===== config.mk =====
export PLATFORM = sky130hd
export DESIGN_NAME = utf8_sanitizer_latin1_fallback_flat
export DESIGN_NICKNAME = d
export VERILOG_FILES = /design/src/rtl/core/u8s_pkg.sv /design/src/rtl/core/u8s_if.sv /design/src/rtl/core/utf8_sanitizer_latin1_fallback.sv /design/src/rtl/core/u8s_step.sv /design/src/flat_wrapper.sv
export SDC_FILE = /design/constraint.sdc
export NUM_CORES = 1
export LEC_CHECK = 0
export BUFFER_PORTS_ARGS = -buffer_cell sky130_fd_sc_hd__buf_2
export CAP_MARGIN = 20
export CORE_MARGIN = 2
export CORE_UTILIZATION = 45
export DETAILED_ROUTE_END_ITERATION = 8
export MAX_ROUTING_LAYER = met4
export PLACE_DENSITY = 0.73
export SLEW_MARGIN = 30
export SYNTH_ARGS = -nofsm -noshare
export SYNTH_HDL_FRONTEND = slang
export SYNTH_SLANG_ARGS = --single-unit

===== constraint.sdc =====
create_clock -name clk -period 7.8 [get_ports clk]
set_input_delay 0.78 -clock clk [delete_from_list [all_inputs] [get_ports clk]]
set_output_delay 0.78 -clock clk [all_outputs]
set_load 0.01 [all_outputs]

===== src/rtl/core/u8s_pkg.sv =====
// ----------------------------------------------------------------------------
// UTF-8 sanitizer package
// Types, byte-class constants and output packing helpers that the sanitizer
// modules share.
// ----------------------------------------------------------------------------
`default_nettype none

package u8s_pkg;

  localparam logic [7:0] CLASS_MASK = 8'hC0;
  localparam logic [7:0] CONT_MARK  = 8'h80;
  localparam logic [7:0] LOW6_MASK  = 8'h3F;
  localparam logic [7:0] LEAD2_MIN  = 8'hC0;
  localparam logic [7:0] LEAD3_MIN  = 8'hE0;
  localparam logic [7:0] LEAD4_MIN  = 8'hF0;
  localparam logic [7:0] LEAD_LIMIT = 8'hF8;

  localparam logic [3:0] MAX_BYTES = 4'd8;

  localparam logic [2:0] LEN_NONE = 3'd0;
  localparam logic [2:0] LEN_TWO  = 3'd2;
  localparam logic [2:0] LEN_THREE = 3'd3;
  localparam logic [2:0] LEN_FOUR = 3'd4;

  typedef struct packed {
    logic [7:0]      lead;
    logic [1:0][7:0] cont;
    logic [2:0]      need;
    logic [1:0]      hc;
  } seq_state_t;

  typedef struct packed {
    logic [7:0][7:0] b;
    logic [3:0]      n;
  } obuf_t;

  function automatic obuf_t emit(input obuf_t o, input logic [7:0] x);
    obuf_t r;
    r = o;
    if (o.n < MAX_BYTES) begin
      r.b[o.n[2:0]] = x;
      r.n = 4'(o.n + 4'd1);
    end
    return r;
  endfunction

  function automatic obuf_t emit_latin1(input obuf_t o, input logic [7:0] x);
    obuf_t r;
    r = emit(o, LEAD2_MIN | {6'd0, x[7:6]});
    r = emit(r, CONT_MARK | (x & LOW6_MASK));
    return r;
  endfunction

  function automatic obuf_t flush_held(input obuf_t o, input seq_state_t s);
    obuf_t r;
    r = emit_latin1(o, s.lead);
    if (s.hc >= 2'd1) begin
      r = emit_latin1(r, s.cont[0]);
    end
    if (s.hc >= 2'd2) begin
      r = emit_latin1(r, s.cont[1]);
    end
    return r;
  endfunction

endpackage

`default_nettype wire


===== src/rtl/core/u8s_if.sv =====
// ----------------------------------------------------------------------------
// UTF-8 sanitizer channels
// Valid/ready interfaces for the input byte stream and the packed results.
// ----------------------------------------------------------------------------
`default_nettype none

interface u8s_in_if;
  logic       valid;
  logic       ready;
  logic [7:0] in_byte;
  logic       in_end;

  modport source (output valid, output in_byte, output in_end, input ready);
  modport sink (input valid, input in_byte, input in_end, output ready);
endinterface

interface u8s_out_if;
  logic       valid;
  logic       ready;
  logic [3:0] out_count;
  logic [7:0] out_b0;
  logic [7:0] out_b1;
  logic [7:0] out_b2;
  logic [7:0] out_b3;
  logic [7:0] out_b4;
  logic [7:0] out_b5;
  logic [7:0] out_b6;
  logic [7:0] out_b7;
  logic       out_end;

  modport source (
    output valid, output out_count,
    output out_b0, output out_b1, output out_b2, output out_b3,
    output out_b4, output out_b5, output out_b6, output out_b7,
    output out_end, input ready
  );
  modport sink (
    input valid, input out_count,
    input out_b0, input out_b1, input out_b2, input out_b3,
    input out_b4, input out_b5, input out_b6, input out_b7,
    input out_end, output ready
  );
endinterface

`default_nettype wire


===== src/rtl/core/utf8_sanitizer_latin1_fallback.sv =====
// Path: an accepted byte waits in the input register, then passes once through
// the step logic into the result register. Throughput: one byte per cycle while
// the output is not stalled; a pending result with out_ch.ready low holds both.
// Reset: synchronous, clears both valid flags and closes any open sequence.
// ----------------------------------------------------------------------------
// UTF-8 sanitizer with Latin-1 fallback
// Passes valid UTF-8 through and re-encodes stray bytes as two-byte UTF-8.
// ----------------------------------------------------------------------------
`default_nettype none

module utf8_sanitizer_latin1_fallback (
  input wire logic  clk,
  input wire logic  rst,
  u8s_in_if.sink    in_ch,
  u8s_out_if.source out_ch
);

  logic                in_valid;
  logic [7:0]          in_byte_q;
  logic                in_end_q;
  logic                out_valid;
  u8s_pkg::obuf_t      res_q;
  logic                res_end;
  logic [7:0]          held_lead;
  logic [1:0][7:0]     held_cont;
  logic [2:0]          need_len;
  logic [1:0]          held_count;
  u8s_pkg::seq_state_t cur;
  u8s_pkg::seq_state_t state_next;
  u8s_pkg::obuf_t      res_next;
  logic                adv;

  assign adv         = in_valid && (!out_valid || out_ch.ready);
  assign in_ch.ready = !in_valid || adv;

  assign cur.lead = held_lead;
  assign cur.cont = held_cont;
  assign cur.need = need_len;
  assign cur.hc   = held_count;

  u8s_step u_step (
    .cur  (cur),
    .din  (in_byte_q),
    .last (in_end_q),
    .nxt  (state_next),
    .res  (res_next)
  );

  always_ff @(posedge clk) begin
    if (rst) begin
      in_valid   <= 1'b0;
      out_valid  <= 1'b0;
      held_lead  <= 8'd0;
      need_len   <= u8s_pkg::LEN_NONE;
      held_count <= 2'd0;
    end else begin
      if (in_ch.ready) begin
        in_valid <= in_ch.valid;
      end
      if (adv) begin
        out_valid  <= 1'b1;
        held_lead  <= state_next.lead;
        need_len   <= state_next.need;
        held_count <= state_next.hc;
      end else if (out_ch.ready) begin
        out_valid <= 1'b0;
      end
    end
  end

  always_ff @(posedge clk) begin
    if (in_ch.ready && in_ch.valid) begin
      in_byte_q <= in_ch.in_byte;
      in_end_q  <= in_ch.in_end;
    end
    if (adv) begin
      held_cont <= state_next.cont;
      res_q     <= res_next;
      res_end   <= in_end_q;
    end
  end

  assign out_ch.valid     = out_valid;
  assign out_ch.out_count = res_q.n;
  assign out_ch.out_b0    = res_q.b[0];
  assign out_ch.out_b1    = res_q.b[1];
  assign out_ch.out_b2    = res_q.b[2];
  assign out_ch.out_b3    = res_q.b[3];
  assign out_ch.out_b4    = res_q.b[4];
  assign out_ch.out_b5    = res_q.b[5];
  assign out_ch.out_b6    = res_q.b[6];
  assign out_ch.out_b7    = res_q.b[7];
  assign out_ch.out_end   = res_end;

endmodule

`default_nettype wire


===== src/rtl/core/u8s_step.sv =====
// ----------------------------------------------------------------------------
// UTF-8 sanitizer step logic
// Decodes one byte against the open sequence and builds the packed result
// and the next sequence state.
// ----------------------------------------------------------------------------
`default_nettype none

module u8s_step (
  input  wire u8s_pkg::seq_state_t cur,
  input  wire logic [7:0]          din,
  input  wire logic                last,
  output u8s_pkg::seq_state_t      nxt,
  output u8s_pkg::obuf_t           res
);

  u8s_pkg::seq_state_t s;
  u8s_pkg::obuf_t      o;
  logic                fresh;
  logic                is_cont;

  assign is_cont = (din & u8s_pkg::CLASS_MASK) == u8s_pkg::CONT_MARK;

  always_comb begin
    o     = '0;
    s     = cur;
    fresh = 1'b0;
    if (cur.need != u8s_pkg::LEN_NONE) begin
      if (is_cont) begin
        if (3'({1'b0, cur.hc} + 3'd2) >= cur.need) begin
          o = u8s_pkg::emit(o, cur.lead);
          if (cur.hc >= 2'd1) begin
            o = u8s_pkg::emit(o, cur.cont[0]);
          end
          if (cur.hc >= 2'd2) begin
            o = u8s_pkg::emit(o, cur.cont[1]);
          end
          o      = u8s_pkg::emit(o, din);
          s.need = u8s_pkg::LEN_NONE;
          s.hc   = 2'd0;
        end else begin
          s.cont[cur.hc[0]] = din;
          s.hc              = 2'(cur.hc + 2'd1);
        end
      end else begin
        o      = u8s_pkg::flush_held(o, cur);
        s.need = u8s_pkg::LEN_NONE;
        s.hc   = 2'd0;
        fresh  = 1'b1;
      end
    end else begin
      fresh = 1'b1;
    end

    if (fresh) begin
      if (din < u8s_pkg::CONT_MARK) begin
        o = u8s_pkg::emit(o, din);
      end else if (din < u8s_pkg::LEAD2_MIN || din >= u8s_pkg::LEAD_LIMIT) begin
        o = u8s_pkg::emit_latin1(o, din);
      end else begin
        s.lead = din;
        s.hc   = 2'd0;
        if (din < u8s_pkg::LEAD3_MIN) begin
          s.need = u8s_pkg::LEN_TWO;
        end else if (din < u8s_pkg::LEAD4_MIN) begin
          s.need = u8s_pkg::LEN_THREE;
        end else begin
          s.need = u8s_pkg::LEN_FOUR;
        end
      end
    end

    if (last && s.need != u8s_pkg::LEN_NONE) begin
      o      = u8s_pkg::flush_held(o, s);
      s.need = u8s_pkg::LEN_NONE;
      s.hc   = 2'd0;
    end

    nxt = s;
    res = o;
  end

endmodule

`default_nettype wire


===== src/flat_wrapper.sv =====
// flat-port wrapper written by rule: the top's interface ports become plain ports
module utf8_sanitizer_latin1_fallback_flat 
  (clk, rst, in_ch_valid, in_ch_in_byte, in_ch_in_end, in_ch_ready, out_ch_valid, out_ch_out_count, out_ch_out_b0, out_ch_out_b1, out_ch_out_b2, out_ch_out_b3, out_ch_out_b4, out_ch_out_b5, out_ch_out_b6, out_ch_out_b7, out_ch_out_end, out_ch_ready);
  u8s_in_if in_ch_i ();
  u8s_out_if out_ch_i ();
  input wire logic clk;
  input wire logic rst;
  input wire logic [$bits(in_ch_i.valid)-1:0] in_ch_valid;
  input wire logic [$bits(in_ch_i.in_byte)-1:0] in_ch_in_byte;
  input wire logic [$bits(in_ch_i.in_end)-1:0] in_ch_in_end;
  output wire logic [$bits(in_ch_i.ready)-1:0] in_ch_ready;
  output wire logic [$bits(out_ch_i.valid)-1:0] out_ch_valid;
  output wire logic [$bits(out_ch_i.out_count)-1:0] out_ch_out_count;
  output wire logic [$bits(out_ch_i.out_b0)-1:0] out_ch_out_b0;
  output wire logic [$bits(out_ch_i.out_b1)-1:0] out_ch_out_b1;
  output wire logic [$bits(out_ch_i.out_b2)-1:0] out_ch_out_b2;
  output wire logic [$bits(out_ch_i.out_b3)-1:0] out_ch_out_b3;
  output wire logic [$bits(out_ch_i.out_b4)-1:0] out_ch_out_b4;
  output wire logic [$bits(out_ch_i.out_b5)-1:0] out_ch_out_b5;
  output wire logic [$bits(out_ch_i.out_b6)-1:0] out_ch_out_b6;
  output wire logic [$bits(out_ch_i.out_b7)-1:0] out_ch_out_b7;
  output wire logic [$bits(out_ch_i.out_end)-1:0] out_ch_out_end;
  input wire logic [$bits(out_ch_i.ready)-1:0] out_ch_ready;
  assign in_ch_i.valid = in_ch_valid;
  assign in_ch_i.in_byte = in_ch_in_byte;
  assign in_ch_i.in_end = in_ch_in_end;
  assign in_ch_ready = in_ch_i.ready;
  assign out_ch_valid = out_ch_i.valid;
  assign out_ch_out_count = out_ch_i.out_count;
  assign out_ch_out_b0 = out_ch_i.out_b0;
  assign out_ch_out_b1 = out_ch_i.out_b1;
  assign out_ch_out_b2 = out_ch_i.out_b2;
  assign out_ch_out_b3 = out_ch_i.out_b3;
  assign out_ch_out_b4 = out_ch_i.out_b4;
  assign out_ch_out_b5 = out_ch_i.out_b5;
  assign out_ch_out_b6 = out_ch_i.out_b6;
  assign out_ch_out_b7 = out_ch_i.out_b7;
  assign out_ch_out_end = out_ch_i.out_end;
  assign out_ch_i.ready = out_ch_ready;
  utf8_sanitizer_latin1_fallback u_core (.clk(clk), .rst(rst), .in_ch(in_ch_i), .out_ch(out_ch_i));
endmodule

# After elaboration in Yosys (flattened, before gate mapping)
# Index checks and enable logic that the tools add are counted.
# totals
ff_bits,109
inputBits,13
output_inout_bits,71
elab_cells,258
# op_classes
add_sub_neg,18
order_cmp,60
n_eq_ne,1
mux,132
reduce_logical,28
# op_table
op,count
68-bit 2-to-1 mux,56
64-bit bitwise mux,17
8-bit demux with 3-bit select,16
8-bit 2-to-1 mux,20
"4-bit by 1-bit adder with 4-bit output, second input constant",16
"3-bit by 4-bit less-than comparator with 1-bit output, second input constant",16
"4-bit less-than comparator, second input constant",16
12-bit 2-to-1 mux,5
"3-bit by 1-bit >= comparator with 1-bit output, second input constant",16
"8-bit less-than comparator, second input constant",4
16-bit 2-to-1 mux,2
5-bit 2-to-1 mux,5
21-bit 2-to-1 mux,1
1-bit logical AND,20
16-bit bitwise mux,1
3-bit 2-to-1 mux,3
8-bit demux with 1-bit select,1
"8-bit >= comparator, second input constant",1
3-bit nonzero test,2
"2-bit by 1-bit >= comparator with 1-bit output, second input constant",2
"2-bit >= comparator, second input constant",2
1-bit 2-to-1 mux,4
"2-bit by 2-bit adder with 3-bit output, second input constant",1
3-bit >= comparator,1
other kinds (8),11

# Logic depth before layout (Yosys ltp)
# depth
depth_word,111
mapped_depth,37
ltp_nobuf,32

# Hierarchy
# Synthesis repeated with hierarchy kept, for this count alone.
# hier_totals
cells_unflattened,1070
area_unflattened_um2,9042.4
# modules_own_cells
module,instances,cells_each,area_each_um2,seq_area_each_um2
u8s_step,1,909,5535.3,0.0
utf8_sanitizer_latin1_fallback,1,161,3507.1,3123.0

# Worst setup path before layout
# No wires, ideal clock.
# synth_path
kind,flip-flop to flip-flop
startpoint,reg u_core.held_count[1]
endpoint,"reg u_core.res_q (netlist bit u_core.out_ch.out_b7[1]), data pin"
setup_ns,0.261
arrival_ns,7.436
required_time_ns,7.539
setup_slack_ns,0.103
stages_incl_launch_ff,38
path_buffers,5
period_less_slack_ns,7.697
path_cell_list,dfxtp_1 > inv_1 > ha_1 > clkbuf_1 > or2_2 > clkbuf_1 > nand2_1 > o22a_1 > nor2_1 > ha_1 > nor2_1 > a2111oi_4 > inv_1 > ha_1 > clkbuf_1 > nand2_1 > inv_1 > ha_1 > (+2 left out) > clkbuf_1 > inv_2 > ha_1 > inv_1 > o21ai_0 > ha_1 > o2111ai_1 > o21ai_1 > o31ai_2 > inv_2 > ha_1 > clkbuf_1 > inv_1 > a21oi_1 > nand2_1 > nor3_2 > nor2_1 > o32a_1
# synth_lines
item,line_no,text
"start, declared",utf8_sanitizer_latin1_fallback.sv:27,logic [1:0] held_count;
"start signal, assigned",utf8_sanitizer_latin1_fallback.sv:64,held_count <= state_next.hc;
"end signal, assigned",utf8_sanitizer_latin1_fallback.sv:78,res_q <= res_next;
"end, declared",utf8_sanitizer_latin1_fallback.sv:22,u8s_pkg::obuf_t res_q;

==> flow_summary.ini <==
[status]
status = finished clean

[drt]
wirelength_um = 35800
num_vias = 9848
drt.antenna.violating_nets = 0
drc = 0
first_pass_iters = 8
routed_via_density = 6.92
drt_iter0_markers = 1364
post_drt_wl_per_cell_um = 25.2

[logic_synthesis]
yosysSeqAreaShare_pct = 35.0
synth_flop_cell = edfxtp_1
synth-async-reset-ratio_pct = 0
syn_avg_cell_area_sq_um = 8.25
synthDistinctLibCells = 86
synth-edff-count = 94
synth_warnings = 0
synth_cells = 1080
netlist_area_sq_mm = 0.00891
ys_ff_latch = 109

[cts]
insertion_delay_ns = 0.38
htreeDepth = 3
numCtsBuffers = 9
clockBufferDepth = 2
cts_tree = yes
cts_sinks = 109
cts_root_buffer = clkbuf_16
clk_pin_slew_ns = 0.09
cts_hold_buffers = 0

[critical_path]
cpMaxStageDelayCell = ha_2
ff2ff_path_depth = 33
reg2reg_to = u_core.out_ch.out_b7[1]
crit_path_end = u_core.out_ch.out_b7[1]
endpoint_kind = flip-flop
arrival_ns = 7.49
cp-startpoint = u_core.held_count[0]
r2r_start = u_core.held_count[0]
critPathMaxFanout = 8
max_stage_delay_ns = 0.45
crit_path_frequent_cell = ha_1
rrSetupSlack_ns = 0.43
crit_required_ns = 7.92
start_kind = flip-flop
crit_type = flip-flop to flip-flop

[floorplanning]
initial_utilization_pct = 45.8
core_sq_mm = 0.0195
io-pin-count = 84
die_w_um = 145
die_y_um = 145
rows = 51
die-area_sq_mm = 0.0209

[placed_design]
hpwlAfterDp_um = 26900
io_buffers = 83
place.gp.congestion = 1.09
pre_cts_ws_ns = 0.172
dp.cells = 1404

[cells_and_area]
antenna_cells = 0
areaGrowthSynthToFinish_pct = 13.5
fillers = 1862
final_common_cell = nand2_1
stdcell_count = 1423
drive_above_1_share_pct = 17.9
fin_nets = 1180
mostFrequentLayoutCells = nand2_1, nor2_1, edfxtp_1, a21oi_1, buf_2

[grt]
grt_pass1_vias = 8972
overflow = 0
antenna_found_initial = 0
grt_start_max_net_pins = 58
grtUsageTotal_pct = 35.5
grt_pass1_wl_um = 53700

[timing]
skew_ns = 0.0178
slew_headroom_pct = 31.2
clock.fmax_mhz = 136
setup_viol = 0
worstMarginPinSlew_ns = 1.02
hold_violations = 0
timing.final.ws_setup_ns = 0.430
tns_ns = 0
slew_violations = 0
grt_setup_unrepaired = false
period_minus_slack_ns = 7.37
fin_crit_sh_pct = 94.5

[min_path]
min_path_type = flip-flop to flip-flop

[run]
drv_cap = 0

[power_and_ir_drop]
power_density_mw_per_mm2 = 153
ir_drop_mv = 0.114
leakage_nw = 3.67
==> layout make-up <==
type                       instances  area, sq um  area share (%)
inverter                          44          166            1.65
clock buffer                       9          225            2.23
tap                              265          332            3.28
multi-input combinational        865         5440            53.8
sequential                       109         3130            30.9
clock inverter                     7          103            1.01
timing repair buffer             124          723            7.15
==> synthesized netlist by cell type, types with 15 or more instances <==
cell	n	area share, %
nor3_1	41	2.3
clkbuf_1	46	1.9
a21oi_1	94	5.3
o22ai_1	30	2.1
edfxtp_1	94	32
nand3_1	40	2.2
a22oi_1	15	1.3
a211oi_1	16	1.3
nand2_1	129	5.4
mux2i_1	27	3.0
nor2_1	118	5.0
o21ai_0	46	2.6
dfxtp_1	15	3.4
inv_1	40	1.7
==> routing by layer <==
metal | wire length, um | track usage, % | share of wire [%]
met5 | 0 | - | 0
met4 | 2040 | 18.7 | 5.7
met3 | 4320 | 7.93 | 12
met2 | 14900 | 50.0 | 41
met1 | 14600 | 47.5 | 41
==> cells by family after synthesis <==
family	share of synthesized area, %
AOI/OAI and AO/OA	31.3
xor gates and xnor gates	0.393
other	0.0421
muxes	4.83
and+or+nand+nor	21.6
adders and majority gates	1.97
DFF	35.0
buffers and inverters	4.91
==> where the power goes <==
part	switching, mW	internal [mW]
Sequential	0.0139	0.660
Clock	0.253	0.262
Combinational	0.251	0.109
Total	0.518	1.03
==> worst max-delay path: cells and delay by family (launching register included) <==
family / cells / cell delay [ns]
DFF: 1 / 0.40
adders and majority gates: 7 / 2.38
and+or+nand+nor: 8 / 1.33
AOI/OAI and AO/OA: 10 / 1.89
buffers and inverters: 8 / 1.08
==> how the worst min path moves through the flow <==
stage / start / endpoint / depth (start not counted)
after global routing: u_core.held_lead[4] / u_core.held_lead[4] / 2
after CTS: u_core.in_valid / u_core.out_ch.valid / 2
after floorplan: u_core.held_lead[3] / u_core.held_lead[3] / 2
after detailed placement: u_core.in_valid / u_core.out_ch.valid / 2
after global placement: u_core.in_valid / u_core.out_ch.valid / 2
final: u_core.in_valid / u_core.out_ch.valid / 2
==> what timing repair did <==
item	CTS	global route
setup buffers	0	2
endpoints found under the setup margin	0	30
resized for setup	0	9
==> state kept, by name (all words and copies together), names as in the netlist, 2 cells and up <==
name / cells
u_core.cur: 16
u_core.held_lead: 8
u_core.out_ch.out_b0: 8
u_core.out_ch.out_b2: 8
u_core.out_ch.out_b5: 8
u_core.held_count: 2
u_core.out_ch.out_b1: 8
u_core.out_ch.out_b7: 8
u_core.out_ch.out_b4: 8
u_core.out_ch.out_count: 4
u_core.out_ch.out_b3: 8
u_core.in_byte_q: 8
u_core.need_len: 3
u_core.out_ch.out_b6: 8
==> metrics by stage <==
step / hold slack [ns] / power [mW] / util (%) / instance area, sq um
2_1_floorplan: 0.468 / 0.916 / - / 8920
3_3_place_gp: 0.508 / 1.03 / 49.9 / 9710
3_5_place_dp: 0.506 / 1.03 / 49.9 / 9720
4_1_cts: 0.522 / 1.54 / 51.6 / 10000
5_1_grt: 0.560 / 1.60 / 52.0 / 10100
6_report: 0.522 / 1.55 / 52.0 / 10100
Power figures use the tool's default switching activity.
